`config.mk`:
```
export PLATFORM = sky130hd
export DESIGN_NAME = mep_fifo
export DESIGN_NICKNAME = d
export VERILOG_FILES = /design/src/mep_pkg.sv /design/src/mep_fifo.sv
export SDC_FILE = /design/constraint.sdc
export NUM_CORES = 1
export LEC_CHECK = 0
export CORE_ASPECT_RATIO = 1.2
export CORE_MARGIN = 5
export CORE_UTILIZATION = 25
export CTS_BUF_LIST = sky130_fd_sc_hd__clkbuf_4
export DETAILED_ROUTE_END_ITERATION = 12
export DONT_BUFFER_PORTS = 1
export HOLD_SLACK_MARGIN = 0.12
export PLACE_DENSITY_LB_ADDON = 0.2
export SLEW_MARGIN = 20
export SYNTH_ARGS = -nofsm -noshare
export SYNTH_HDL_FRONTEND = slang
export SYNTH_SLANG_ARGS = --single-unit
```
`constraint.sdc`:
```
create_clock -name clk -period 2.6 [get_ports clk]
set_input_delay 0.26 -clock clk [delete_from_list [all_inputs] [get_ports clk]]
set_output_delay 0.26 -clock clk [all_outputs]
set_load 0.02 [all_outputs]
```
`src/mep_pkg.sv`:
```
package mep_pkg;

  typedef logic signed [31:0] q_t;

  typedef struct packed {
    q_t c_im;
    q_t c_re;
  } point_t;

  localparam int QFRAC = 28;
  localparam int INTENSITY_MAX = 255;
  localparam int QUEUE_DEPTH = 2;
  localparam logic [32:0] ESCAPE_LIMIT = 33'h0_4000_0000;

  localparam logic [2:0] REG_ORIGIN_RE = 3'd0;
  localparam logic [2:0] REG_ORIGIN_IM = 3'd1;
  localparam logic [2:0] REG_STEP_RE = 3'd2;
  localparam logic [2:0] REG_STEP_IM = 3'd3;
  localparam logic [2:0] REG_PALETTE = 3'd4;

  function automatic q_t sat32(input logic signed [47:0] v);
    q_t res;
    if (v > 48'sd2147483647) begin
      res = 32'sh7FFF_FFFF;
    end else if (v < -48'sd2147483648) begin
      res = 32'sh8000_0000;
    end else begin
      res = v[31:0];
    end
    return res;
  endfunction

endpackage

```
`src/mep_fifo.sv`:
```
module mep_fifo (
  input  logic            clk,
  input  logic            rst_n,
  input  logic            push_valid,
  output logic            push_ready,
  input  mep_pkg::point_t push_data,
  output logic            pop_valid,
  input  logic            pop_ready,
  output mep_pkg::point_t pop_data
);
  import mep_pkg::*;

  localparam int PW = (QUEUE_DEPTH > 1) ? $clog2(QUEUE_DEPTH) : 1;
  localparam int CNTW = $clog2(QUEUE_DEPTH + 1);

  point_t          mem_r [QUEUE_DEPTH];
  logic [PW-1:0]   wr_ptr_r, wr_ptr_nxt;
  logic [PW-1:0]   rd_ptr_r, rd_ptr_nxt;
  logic [CNTW-1:0] fill_r, fill_nxt;
  logic            do_push;
  logic            do_pop;

  assign push_ready = (fill_r != CNTW'(QUEUE_DEPTH));
  assign pop_valid  = (fill_r != '0);
  assign do_push    = push_valid && push_ready;
  assign do_pop     = pop_valid && pop_ready;
  assign pop_data   = mem_r[rd_ptr_r];

  always_comb begin
    wr_ptr_nxt = wr_ptr_r;
    rd_ptr_nxt = rd_ptr_r;
    fill_nxt   = fill_r;
    if (do_push) begin
      wr_ptr_nxt = (wr_ptr_r == PW'(QUEUE_DEPTH - 1)) ? '0 : wr_ptr_r + 1'b1;
    end
    if (do_pop) begin
      rd_ptr_nxt = (rd_ptr_r == PW'(QUEUE_DEPTH - 1)) ? '0 : rd_ptr_r + 1'b1;
    end
    if (do_push && !do_pop) begin
      fill_nxt = fill_r + 1'b1;
    end else if (do_pop && !do_push) begin
      fill_nxt = fill_r - 1'b1;
    end
  end

  always_ff @(posedge clk) begin
    if (!rst_n) begin
      wr_ptr_r <= '0;
      rd_ptr_r <= '0;
      fill_r   <= '0;
    end else begin
      wr_ptr_r <= wr_ptr_nxt;
      rd_ptr_r <= rd_ptr_nxt;
      fill_r   <= fill_nxt;
    end
    if (do_push) begin
      mem_r[wr_ptr_r] <= push_data;
    end
  end

endmodule

```
==> results of run 1 <==
-- timing repair --
action                    4_1_cts  5_1_grt
buffers inserted                0        0
hold endpoints to repair      140        0
hold buffers                   68        0
-- through the flow --
| stage | power, uW | utilization (%) | instance area [um2] | instances |
|---|---|---|---|---|
| floorplan | 3970 | - | 4860 | 223 |
| global placement | 4240 | 27.5 | 5230 | 478 |
| detailed placement | 4260 | 27.5 | 5230 | 478 |
| CTS | 5880 | 32.8 | 6230 | 578 |
| global route | 6070 | 32.8 | 6230 | 580 |
| finish | 5740 | 32.8 | 6230 | 580 |
-- cell usage in the layout, fill, tap and decap left out --
master,instances
a21bo_2,1
a21boi_0,1
a21boi_1,1
and2_1,4
and3_4,1
buf_12,4
buf_4,2
bufinv_16,4
clkbuf_4,17
clkinv_1,3
clkinv_2,3
clkinv_4,3
clkinvlp_4,2
dfxtp_1,4
dfxtp_4,1
diode_2,2
dlygate4sd3_1,68
edfxtp_1,128
ha_1,1
inv_2,1
mux2_2,64
nand2b_4,1
nand3b_1,1
o21ai_0,1
o21ai_1,1
or2_2,1
or3_1,1
xnor2_1,2
xor2_1,1
-- sequential cells by signal (all words and copies together) (netlist names), named ones only --
name,cells
fill_r,2
mem_r,128
wr_ptr_r,1
rd_ptr_r,1
-- synth_stat cells --
library cell and count:
xor2_1 1, a21boi_0 1, nand3b_1 1, or2_2 1, buf_2 1, mux2_2 64
o21ai_1 1, xnor2_1 2, inv_1 1, and2_1 4, a21bo_2 1, o21ai_0 1
a21boi_1 1, edfxtp_1 128, or3_1 1, ha_1 1, buf_4 6, nand2b_4 1
dfxtp_1 5, and3_1 1
-- layout make-up --
cell class	instances	area [um2]	share of cell area (%)
inverter	1	3.75	0.0602
multi-input combinational	82	865	13.9
clock inverter	15	188	3.01
sequential	133	3950	63.3
clock buffer	17	128	2.05
antenna	2	5.00	0.0803
timing repair buffer	74	776	12.4
tap	256	320	5.14
-- layer usage --
metal	GRT usage (%)	part of all wire (%)	vias up	routed length, um
met2	14.2	52	86	4840
met1	8.98	39	1163	3630
met3	4.42	7.8	11	734
li1	-	-	1054	-
met4	3.95	1.7	2	159
met5	0	0.14	-	13
-- logic make-up (layout without fill, tap and decap cells) --
kind of cell	count (synthesis)	after routing	synth area share, %
AO/OA/AOI/OAI	5	5	0.721
XOR/XNOR	3	3	0.541
adder cells (fa/ha/maj)	1	1	0.258
buffers and inverters	8	107	1.11
flip-flops	133	133	81.2
multiplexers	64	64	14.8
other	0	2	0
AND/OR/NAND/NOR	9	9	1.34
-- worst paths after layout --
check | slack [ps] | start | endpoint | cells past startpoint
min | 250 | push_valid | fill_r[1] | 4
min reg2reg | 570 | fill_r[1] | fill_r[1] | 2
max reg2reg | 770 | fill_r[0] | mem_r[0][53] | 4
max | 440 | flip-flop | pop_data[44] | 2
-- worst max-delay path, stage by stage, from the launching register on --
cell and delay (ps):
dfxtp_4 640, buf_12 270, mux2_2 440
-- power by group through the flow --
stage / registers [uW] / logic, uW / clock network [uW]
after global routing: 2840 / 1540 / 1680
after floorplan: 2790 / 1190 / 0
after detailed placement: 2870 / 1380 / 0
final: 2810 / 1440 / 1490
after global placement: 2860 / 1380 / 0
after CTS: 2820 / 1500 / 1570
==> run summary, run 1 <==
The run finished with clean final reports. The portion of synthesized cell area occupied by the leading cell type is 79.1%. Summed over all instances, the cell type with the most area after synthesis is edfxtp_1. For this configuration, the core starts out at a cell density of 25.6%. Once detail routing completed, the nets flagged for antenna violations numbered 0. No sink is reached through more buffers than the 2 on the longest clock path. The run gives 463 MHz as the maximum operating frequency.

Sorting the synthesized cells by area gives the leading types as edfxtp_1 79%, mux2_2 15%, dfxtp_1 2.1%, buf_4 0.93%, and2_1 0.52%. The setup path with the least slack is of type flip-flop to output pin. Counting flops and latches in the post-synthesis netlist gives 133.

Relative to the synthesized area, the layout overhead comes to 28.3%. Critical path capture point type: an output pin. In this run switching power makes up 30.7% of total power.

The tree is rooted in a clkbuf_4. The number of global-route vias before repair is 2,487, and the vias per cell is 3.99. The logs give 0 ps for the final-layout setup total negative slack and 439 ps for the post-route worst setup slack. After layout, the minimum clock period comes to 2160 ps. For the worst setup path, the data required time is 2340 ps. CTS saw 133 sinks. The logs give 25.2% for the combinational fraction of design power and 14,000 um for the wire length of the first global-routing pass. The total routed wirelength was 9370 um; the number of port buffers was 0. In this run, flip-flops and latches consume 48.9% of the power. TritonCTS built the clock tree.

After synthesis, flip-flops and latches occupy 81.2% of the total area. The power density over the cells is 921 nW/um2, and the post-cts repair resize count is 0. The logs give 0 for the number of setup violations in the final report and 98 for the number of violations reported at the end of detailed-routing iteration 0.

STA classifies the critical path startpoint as a flip-flop. Clock share of power: 25.9%. Initial antenna violation count: 3. Wire length per cell: 16.2 um. The share of the clock period used by the worst path after layout works out to 83.1%. Synthesis produced a netlist whose cell count is 223. The count of H-tree levels built during CTS was 4.

The min-delay analysis places its worst path in the category input pin to flip-flop. After clock tree synthesis, the clock-pin slew on the worst setup and hold paths is 120 ps. The overall routing resource usage is 8.57%.

For the detailed-routing iteration count for the pre-antenna-repair pass, the log shows 4. The die footprint was 22,300 um2; the total leakage power was 0.00203 uW. The aggregate global routing overflow is 0. The final-report hold violation count was 0. The mapped netlist covers 4860 um2. Yosys printed 0 warnings. Before CTS, the worst setup slack after placement is 784 ps.

The area of the core region came out at 19,000 um2. The run gives 0.659 as the final weighted congestion in routability-driven placement. Number of max-slew violations in the final report: 0. Clock latency on the worst-skew pair, taken at its later pin, is 510 ps.

Across the run, the number of max-cap violations was 0. Setup repair after global routing left no endpoint under its margin. Detailed placement ended at an HPWL of 6000 um. Relative slew slack: 60.7%. Summed over all nets, the switching power comes to 1760 uW.

The floorplan has 55 rows. For this run, design rule violations remaining after detail routing come to 0. The critical-path maximum fanout was 35; the worst ir drop on vdd was 0.602 mV. Cells with a size suffix above 1 make up 32.6% of the layout. Total number of vias: 2,316. The run gives 17 as the clock buffer count from CTS. The die is 137 um wide. When the netlist entered floorplanning its net count stood at 292. For the pin with the worst max-slew slack, the measured transition is 588 ps. For the final net count, the log shows 378.

The logs give 1900 ps for the arrival time at the worst endpoint and 13.4 ps for the clock skew. The average size of a mapped cell is 21.8 um2. The worst hold slack is 252 ps, and the die height is 163 um. The largest net degree at the start of global routing was 36; the total I/O pin count was 134. The run gives 3980 uW as the internal power. In this run, distinct cell masters in the synthesized netlist total 20. Number of fill cells in the layout: 1,882.
(Power assumes the default switching activity.)
==> run 2: changes to the inputs <==
ABC_AREA = 1   (was not set)
clock period = 2 ns   (was 2.6 ns; I/O delays follow)
==> run summary, run 2 <==
The run finished with clean final reports. The ratio of cells with drive above 1 in the final layout came out at 33.4%. The logs give 2,717 for the number of global-route vias before repair and 133 for the number of clock sinks seen by CTS. For the total leakage power, the log shows 0.00232 uW. The share of synthesized registers carrying an async set or reset was 0%; the total routed wire length on the met1 layer was 3690 um. The top cell types in the final layout, fill and taps aside, are 128 x edfxtp_1, 69 x dlygate4sd3_1, 60 x mux2_4. The mapped netlist covers 5160 um2. Detailed placement finished with a half-perimeter wire length of 6580 um. The logs give 15 for the post-synthesis cell type count and 0 for the final-report hold violation count. Power comes to 7770 uW. The total I/O pin count is 134, and the final net count is 400. The die footprint came out at 23,600 um2. Library cell with the largest summed area after synthesis: edfxtp_1. The largest registers in the layout are mem_r (128), fill_r (2). mem_r holds more flip-flops than any other register.

In this run the tightest slew margin relative to its limit is 77.7%. The reported net switching power is 2360 uW, and the aggregate global routing overflow is 0. The terminus of the critical flop-to-flop path was fill_r[0]. The total number of vias was 2,392; the number of setup violations in the final report was 0.

Of the synthesized area, sequential elements account for 76.4%. For the number of max-slew violations in the final report, the log shows 0. Registers take 3950 um2.

TritonCTS built the clock tree. Per report_power, the combinational group accounts for 29.4% of the total. In this run the horizontal extent of the chip is 141 um. The initial antenna violation count is 2. Port buffering added 0 buffers.

Hold path depth: 1. The number of violations reported at the end of detailed-routing iteration 0 was 84; the clock network latency to the later pin of the worst-skew pair was 500 ps. Clock share of power: 23.9%. The number of placed instances, taps included was 502.

The startpoint of the worst-slack reg-to-reg timing path is fill_r[0]. Along the worst path, the maximum fanout reaches 5. The Yosys step of the flow raised 0 warnings. Setup slack on the critical path of the routed design comes to 107 ps. Flip-flop and latch count after synthesis: 133.

The first global-routing pass estimated 15,000 um of wire. STA classifies the critical path startpoint as a flip-flop. The largest net degree at the start of global routing is 55, and the clock-pin slew on the worst setup and hold paths is 120 ps. The commonest cells after synthesis are 128 x edfxtp_1, 60 x mux2_4, 9 x nand2_1. The remaining number of nets flagged by the antenna check after routing is 0, and the met3 routed wirelength is 840 um.

In this run, synthesis inferred 128 flip-flops with an integrated enable. Data arrives at the worst endpoint at 2340 ps. For the final weighted congestion in routability-driven placement, the log shows 0.611.

The flip-flop count of the largest register after layout came out at 128. For this configuration, the core starts out at a cell density of 25.4%. Of the total power, the share spent switching nets is 30.3%. For this block, the routed nets add up to 10,100 um of wire. When the netlist entered floorplanning its net count stood at 305.

Across the run, the number of max-cap violations was 0. The cell sitting at the root of the clock tree is a clkbuf_4. The tools report the clock skew as 21.1 ps.

The data required time at the worst endpoint was 2440 ps; the wire length per cell was 16.6 um. After detailed routing, the met2 layer carries 5450 um of wire. In the routed layout, each cell is associated on average with a via count of 3.92. Uppermost signal routing layer after detailed routing: met5. The worst path needs 1890 ps of the cycle, external delays included. After technology mapping, the gate count stands at 236. The worst hold slack was 335 ps; the share of the clock period used by the worst path after layout was 94.6%. Internal power comes to 5420 uW. Summed over all failing endpoints, the final setup total negative slack is 0 ps. Based on the critical path, the design can be clocked at up to 528 MHz. The startpoint of the worst hold path is push_data[18].

After floorplanning, the core was sized to cover 20,300 um2. Ranked by total cell area, the synthesized netlist is headed by edfxtp_1 74%, mux2_4 17%, buf_12 2.3%, dfxtp_1 1.9%, mux2_2 0.87%. For the clock buffer count from CTS, the log shows 17. The average size of a mapped cell was 21.9 um2. The transition time at the pin with the least slew margin works out to 335 ps.

For the worst ir drop on vdd, the log shows 0.547 mV. Setup repair after global routing left no endpoint under its margin. The critical path is of the flip-flop to flip-flop type.

For this run, design rule violations remaining after detail routing come to 0. The most used flip-flop cell after synthesis is edfxtp_1. Compared with the post-synthesis result, the final layout area differs by 27.5%.

The site row count came out at 57. Fill cells in the final layout number 1,992. End point of the worst hold path: mem_r[1][18]. Measured along the y axis, the die boundary spans 167 um. No sink is reached through more buffers than the 2 on the longest clock path. Among all cell types in the netlist, the one instantiated most often is edfxtp_1.

The overall routing resource usage is 8.69%. The portion of synthesized cell area occupied by the leading cell type was 74.5%. The first detailed-routing pass ran for 4 iterations.

Excluding fillers, the count of instances in the completed layout stands at 610. The most frequent standard cell in the layout excluding fill and tap cells is edfxtp_1. The critical path capture point type is a flip-flop. For the placement-stage worst setup slack, the log shows 494 ps. In this run the number of H-tree levels came out at 4. The tools report the setup slack of the worst register-to-register path as 110 ps. The multi-input combinational cells in the finished layout cover a total of 1080 um2. For the sequential share of power, the log shows 46.7%.

The power density over the cells came out at 1180 nW/um2. The min-delay analysis places its worst path in the category input pin to flip-flop. The depth of the worst register-to-register path works out to 7.
-- run 2: cell types whose count changed in the layout (fill, tap and decap cells not counted), moves of 2 or more --
cell | previous run | this run
clkinv_1 | 3 | 1
buf_4 | 2 | 6
buf_12 | 4 | 7
clkinv_4 | 3 | 0
nand2_1 | 0 | 7
and2_1 | 4 | 0
nor2_1 | 0 | 6
xnor2_1 | 2 | 0
mux2_2 | 64 | 4
inv_1 | 0 | 7
mux2_4 | 0 | 60
clkbuf_4 | 17 | 22
nor2_4 | 0 | 2
-- run 2: cells by family after synthesis --
logic type,count (synthesis),share of synthesized area (%)
AOI/OAI and AO/OA,4,0.436
adders and majority gates,1,0.242
buffers and inverters,15,3.13
DFF,133,76.4
muxes,64,18.3
and+or+nand+nor,19,1.45
-- run 2: power groups by stage --
| stage | combinational, uW | sequential [uW] | clock, uW |
|---|---|---|---|
| after floorplan | 1810 | 3670 | 0 |
| after global placement | 2010 | 3770 | 0 |
| after detailed placement | 2040 | 3790 | 0 |
| after CTS | 2250 | 3690 | 1980 |
| after global routing | 2440 | 3670 | 2090 |
| final | 2280 | 3630 | 1860 |
-- run 2: stage by stage --
step                utilization [%]  instance area [um2]
floorplan                         -                 5190
global placement               27.2                 5530
detailed placement             27.2                 5530
CTS                            32.1                 6530
global route                   32.4                 6580
finish                         32.4                 6580
-- run 2: worst max-delay path by stage --
stage                     startpoint      endpoint  slack (ps)
after CTS                  flip-flop   pop_data[6]           1
after floorplan            fill_r[0]   mem_r[0][0]           4
final                      fill_r[0]     fill_r[0]         110
after global placement     flip-flop  pop_data[38]         510
after detailed placement   fill_r[0]   mem_r[0][8]         490
after global routing       fill_r[0]     fill_r[0]           2
-- run 2: timing repair --
item	4_1_cts	5_1_grt
cloned	0	0
hold buffers	69	0
buffers inserted	1	5
endpoints found under the setup margin	45	26
gates resized for setup	0	0
endpoints found under the hold margin	133	0
-- run 2: worst max-delay path: stages, from the launching register on --
cell,delay [ps]
dfxtp_1,350
inv_2,110
nand2_4,90
nand2_2,150
inv_1,80
ha_1,330
dlygate4sd3_1,590
a21oi_1,140
-- run 2: area by class of cell --
cell class | count | share of cell area [%]
Sequential cell | 133 | 60.0
Clock inverter | 10 | 2.00
Clock buffer | 22 | 2.51
Antenna cell | 1 | 0.0380
Multi-Input combinational cell | 88 | 16.4
Tap cell | 265 | 5.04
Timing Repair Buffer | 83 | 13.5
Inverter | 8 | 0.456
-- run 2: routing by layer --
metal | vias up | global-route usage [%]
met1 | 1200 | 8.69
met3 | 8 | 4.22
met4 | 2 | 3.29
met5 | - | 0
met2 | 82 | 15.5
li1 | 1100 | -
==> run 3: changes to the inputs <==
PLACE_DENSITY_LB_ADDON = 0.25   (was 0.2)
==> run summary, run 3 (synthesis results as in run 2) <==
The die footprint is 23,600 um2, and the setup slack of the worst register-to-register path is 460 ps. The signal on the critical path passes through buf_12, mux2_4. In the layout the commonest cells are 128 x edfxtp_1, 67 x dlygate4sd3_1, 61 x mux2_4.

The initial antenna violation count is 0. The slowest stage of the critical path is the dfxtp_4 cell. The run gives 133 as the number of clock sinks seen by CTS. In this design, the largest share of critical-path delay is due to flip-flops. The run gives 17 as the clock buffer count from CTS. For the worst setup path, the data required time is 1800 ps. The number of placed instances, taps included was 498. The number of fill cells in the layout was 1,983; the site row count was 57. The flip-flop count of the largest register after layout works out to 128. The number of global-route vias before repair came out at 2,579.

The tools report the terminus of the critical flop-to-flop path as mem_r[0][27]. The run finished with clean final reports. After clock tree synthesis, the clock-pin slew on the worst setup and hold paths is 110 ps.

The total area inside the core boundary comes to 20,300 um2. The wire length per cell is 15.5 um, and the detailed-routing iteration count for the pre-antenna-repair pass is 4. From left edge to right edge, the die measures 141 um.

The logs give 9340 um for the total routed wirelength and 1600 ps for the arrival time at the worst endpoint. Along the worst path, the maximum fanout reaches 23. For this run, design rule violations remaining after detail routing come to 0. The number of max-slew violations in the final report was 0; the die height was 167 um.

The first global-routing pass estimated 14,100 um of wire. Across the routed clock network, the largest skew measured is 13.4 ps. The run gives 0 as the aggregate global routing overflow.

Registers take 3950 um2. The placement-stage worst setup slack came out at 455 ps. Summed over all cells, the static leakage comes to 0.00228 uW.

The number of cells on the worst reg-to-reg path is 5. The tools report the worst ir drop on vdd as 0.691 mV. The tools report the total cell area at the placement stage as 5470 um2. For this configuration, the core starts out at a cell density of 25.4%. The antenna diode count came out at 0. The largest net degree at the start of global routing was 65; the ratio of cells with drive above 1 in the final layout was 32.9%. Setup repair after global routing left no endpoint under its margin. The number of setup violations in the final report was 0. Summing all multi-input logic gate instances after layout gives 1080 um2. The capturing instance or port of the critical path was pop_data[57].

The transition time at the pin with the least slew margin came out at 384 ps. The final-layout setup total negative slack came out at 0 ps. The worst min-delay path category was input pin to flip-flop. Across the run, the number of max-cap violations was 0. TritonCTS built the clock tree. The library cell used most frequently in the layout, excluding fill and tap cells, is edfxtp_1.

The run gives 113 as the number of violations reported at the end of detailed-routing iteration 0. Once layout is complete, the cells apart from fillers number 602. For the final-report hold violation count, the log shows 0. The largest registers in the layout are mem_r (128), fill_r (2).

The worst setup path is captured at an output pin. The detail route stage leaves a number of antenna-violating nets equal to 0. Register containing the most flip-flops in the final layout: mem_r.

The number of port buffers is 0. The total number of vias is 2,314, and the total I/O pin count is 134. After the last flow step, the layout net total stands at 393. The worst setup path is of the flip-flop to output pin kind. The stage delay of the slowest cell on the critical path came out at 460 ps. The tools report the count of H-tree levels built during CTS as 4. The startpoint of the worst-slack reg-to-reg timing path is fill_r[0]. The clock passes through at most 2 buffers. The share of the clock period used by the worst path after layout works out to 90.1%.

The vias per cell is 3.84. The final critical path time including I/O delays and setup is 1800 ps. The logs give 74.4% for the relative slew slack and 7.98% for the overall routing resource usage. The area growth from synthesis to layout works out to 25.5%. The power density over the cells is 1160 nW/um2. The HPWL after detailed placement is 5950 um.

The logs give 6480 um2 for the post-route cell area and 199 ps for the post-route worst setup slack. The worst setup path is launched from a flip-flop. The cell sitting at the root of the clock tree is a clkbuf_4. The final weighted congestion in routability-driven placement is 0.595, and the count of cell instances traversed by the critical path is 2. Clock latency on the worst-skew pair, taken at its later pin, is 490 ps.

Static timing analysis puts the maximum clock frequency at 555 MHz. The sum of buffers and inverters on the critical path is 1.
run 3: cell count changes in the layout (fill, tap and decap cells not counted), moves of 2 or more:
cell,delta
clkinv_4,+2
dlygate4sd3_1,-2
clkinv_2,+4
buf_4,-2
buf_12,-4
clkbuf_4,-4
run 3: per-stage QoR:
stage                     power (uW)  utilization (%)  hold slack, ps
after global placement          5720             26.9             299
after floorplan                 5480                -             299
final                           7500             31.9             347
after detailed placement        5740             26.9             299
after CTS                       7650             31.6             244
after global routing            7940             31.9             256
run 3: how the worst min path moves through the flow:
| stage | start | endpoint | slack, ps | depth (start not counted) |
|---|---|---|---|---|
| 2_1_floorplan | push_data[0] | mem_r[0][0] | 300 | 0 |
| 3_3_place_gp | push_data[43] | mem_r[1][43] | 300 | 0 |
| 3_5_place_dp | push_data[43] | mem_r[0][43] | 300 | 0 |
| 4_1_cts | push_data[18] | mem_r[1][18] | 240 | 1 |
| 5_1_grt | push_data[44] | mem_r[0][44] | 260 | 1 |
| 6_report | push_data[39] | mem_r[0][39] | 350 | 1 |
run 3: worst register-to-register path: stages, from the launching register on:
cell     delay [ps]
dfxtp_1         390
inv_2            80
nand2_4         100
nand2_2         120
nor2_4          150
buf_12          350
run 3: area by class of cell:
| class | instances | share of cell area [%] |
|---|---|---|
| sequential | 133 | 60.9 |
| multi-input combinational | 88 | 16.7 |
| timing repair buffer | 76 | 12.6 |
| tap | 265 | 5.12 |
| clock inverter | 14 | 2.11 |
| clock buffer | 18 | 2.09 |
| inverter | 8 | 0.463 |
run 3: repair_timing:
item / CTS / global route
resized for setup: 2 / 0
hold endpoints to repair: 133 / 0
setup endpoints to repair: 24 / 28
cloned: 0 / 1
hold buffers: 67 / 0
buffers inserted: 0 / 4
run 3: per-layer routing:
layer | share of wire [%] | up-vias | global-route usage (%)
li1 | - | 1091 | -
met1 | 36 | 1134 | 7.93
met3 | 8.2 | 9 | 3.71
met4 | 1.5 | 0 | 3.79
met5 | 0 | - | 0
met2 | 54 | 80 | 14.0
run 3: power breakdown:
part           leakage (uW)  switching [uW]  internal [uW]
sequential          0.00124             127           3520
clock              0.000152             959            747
combinational      0.000894            1250            904
total               0.00228            2340           5170
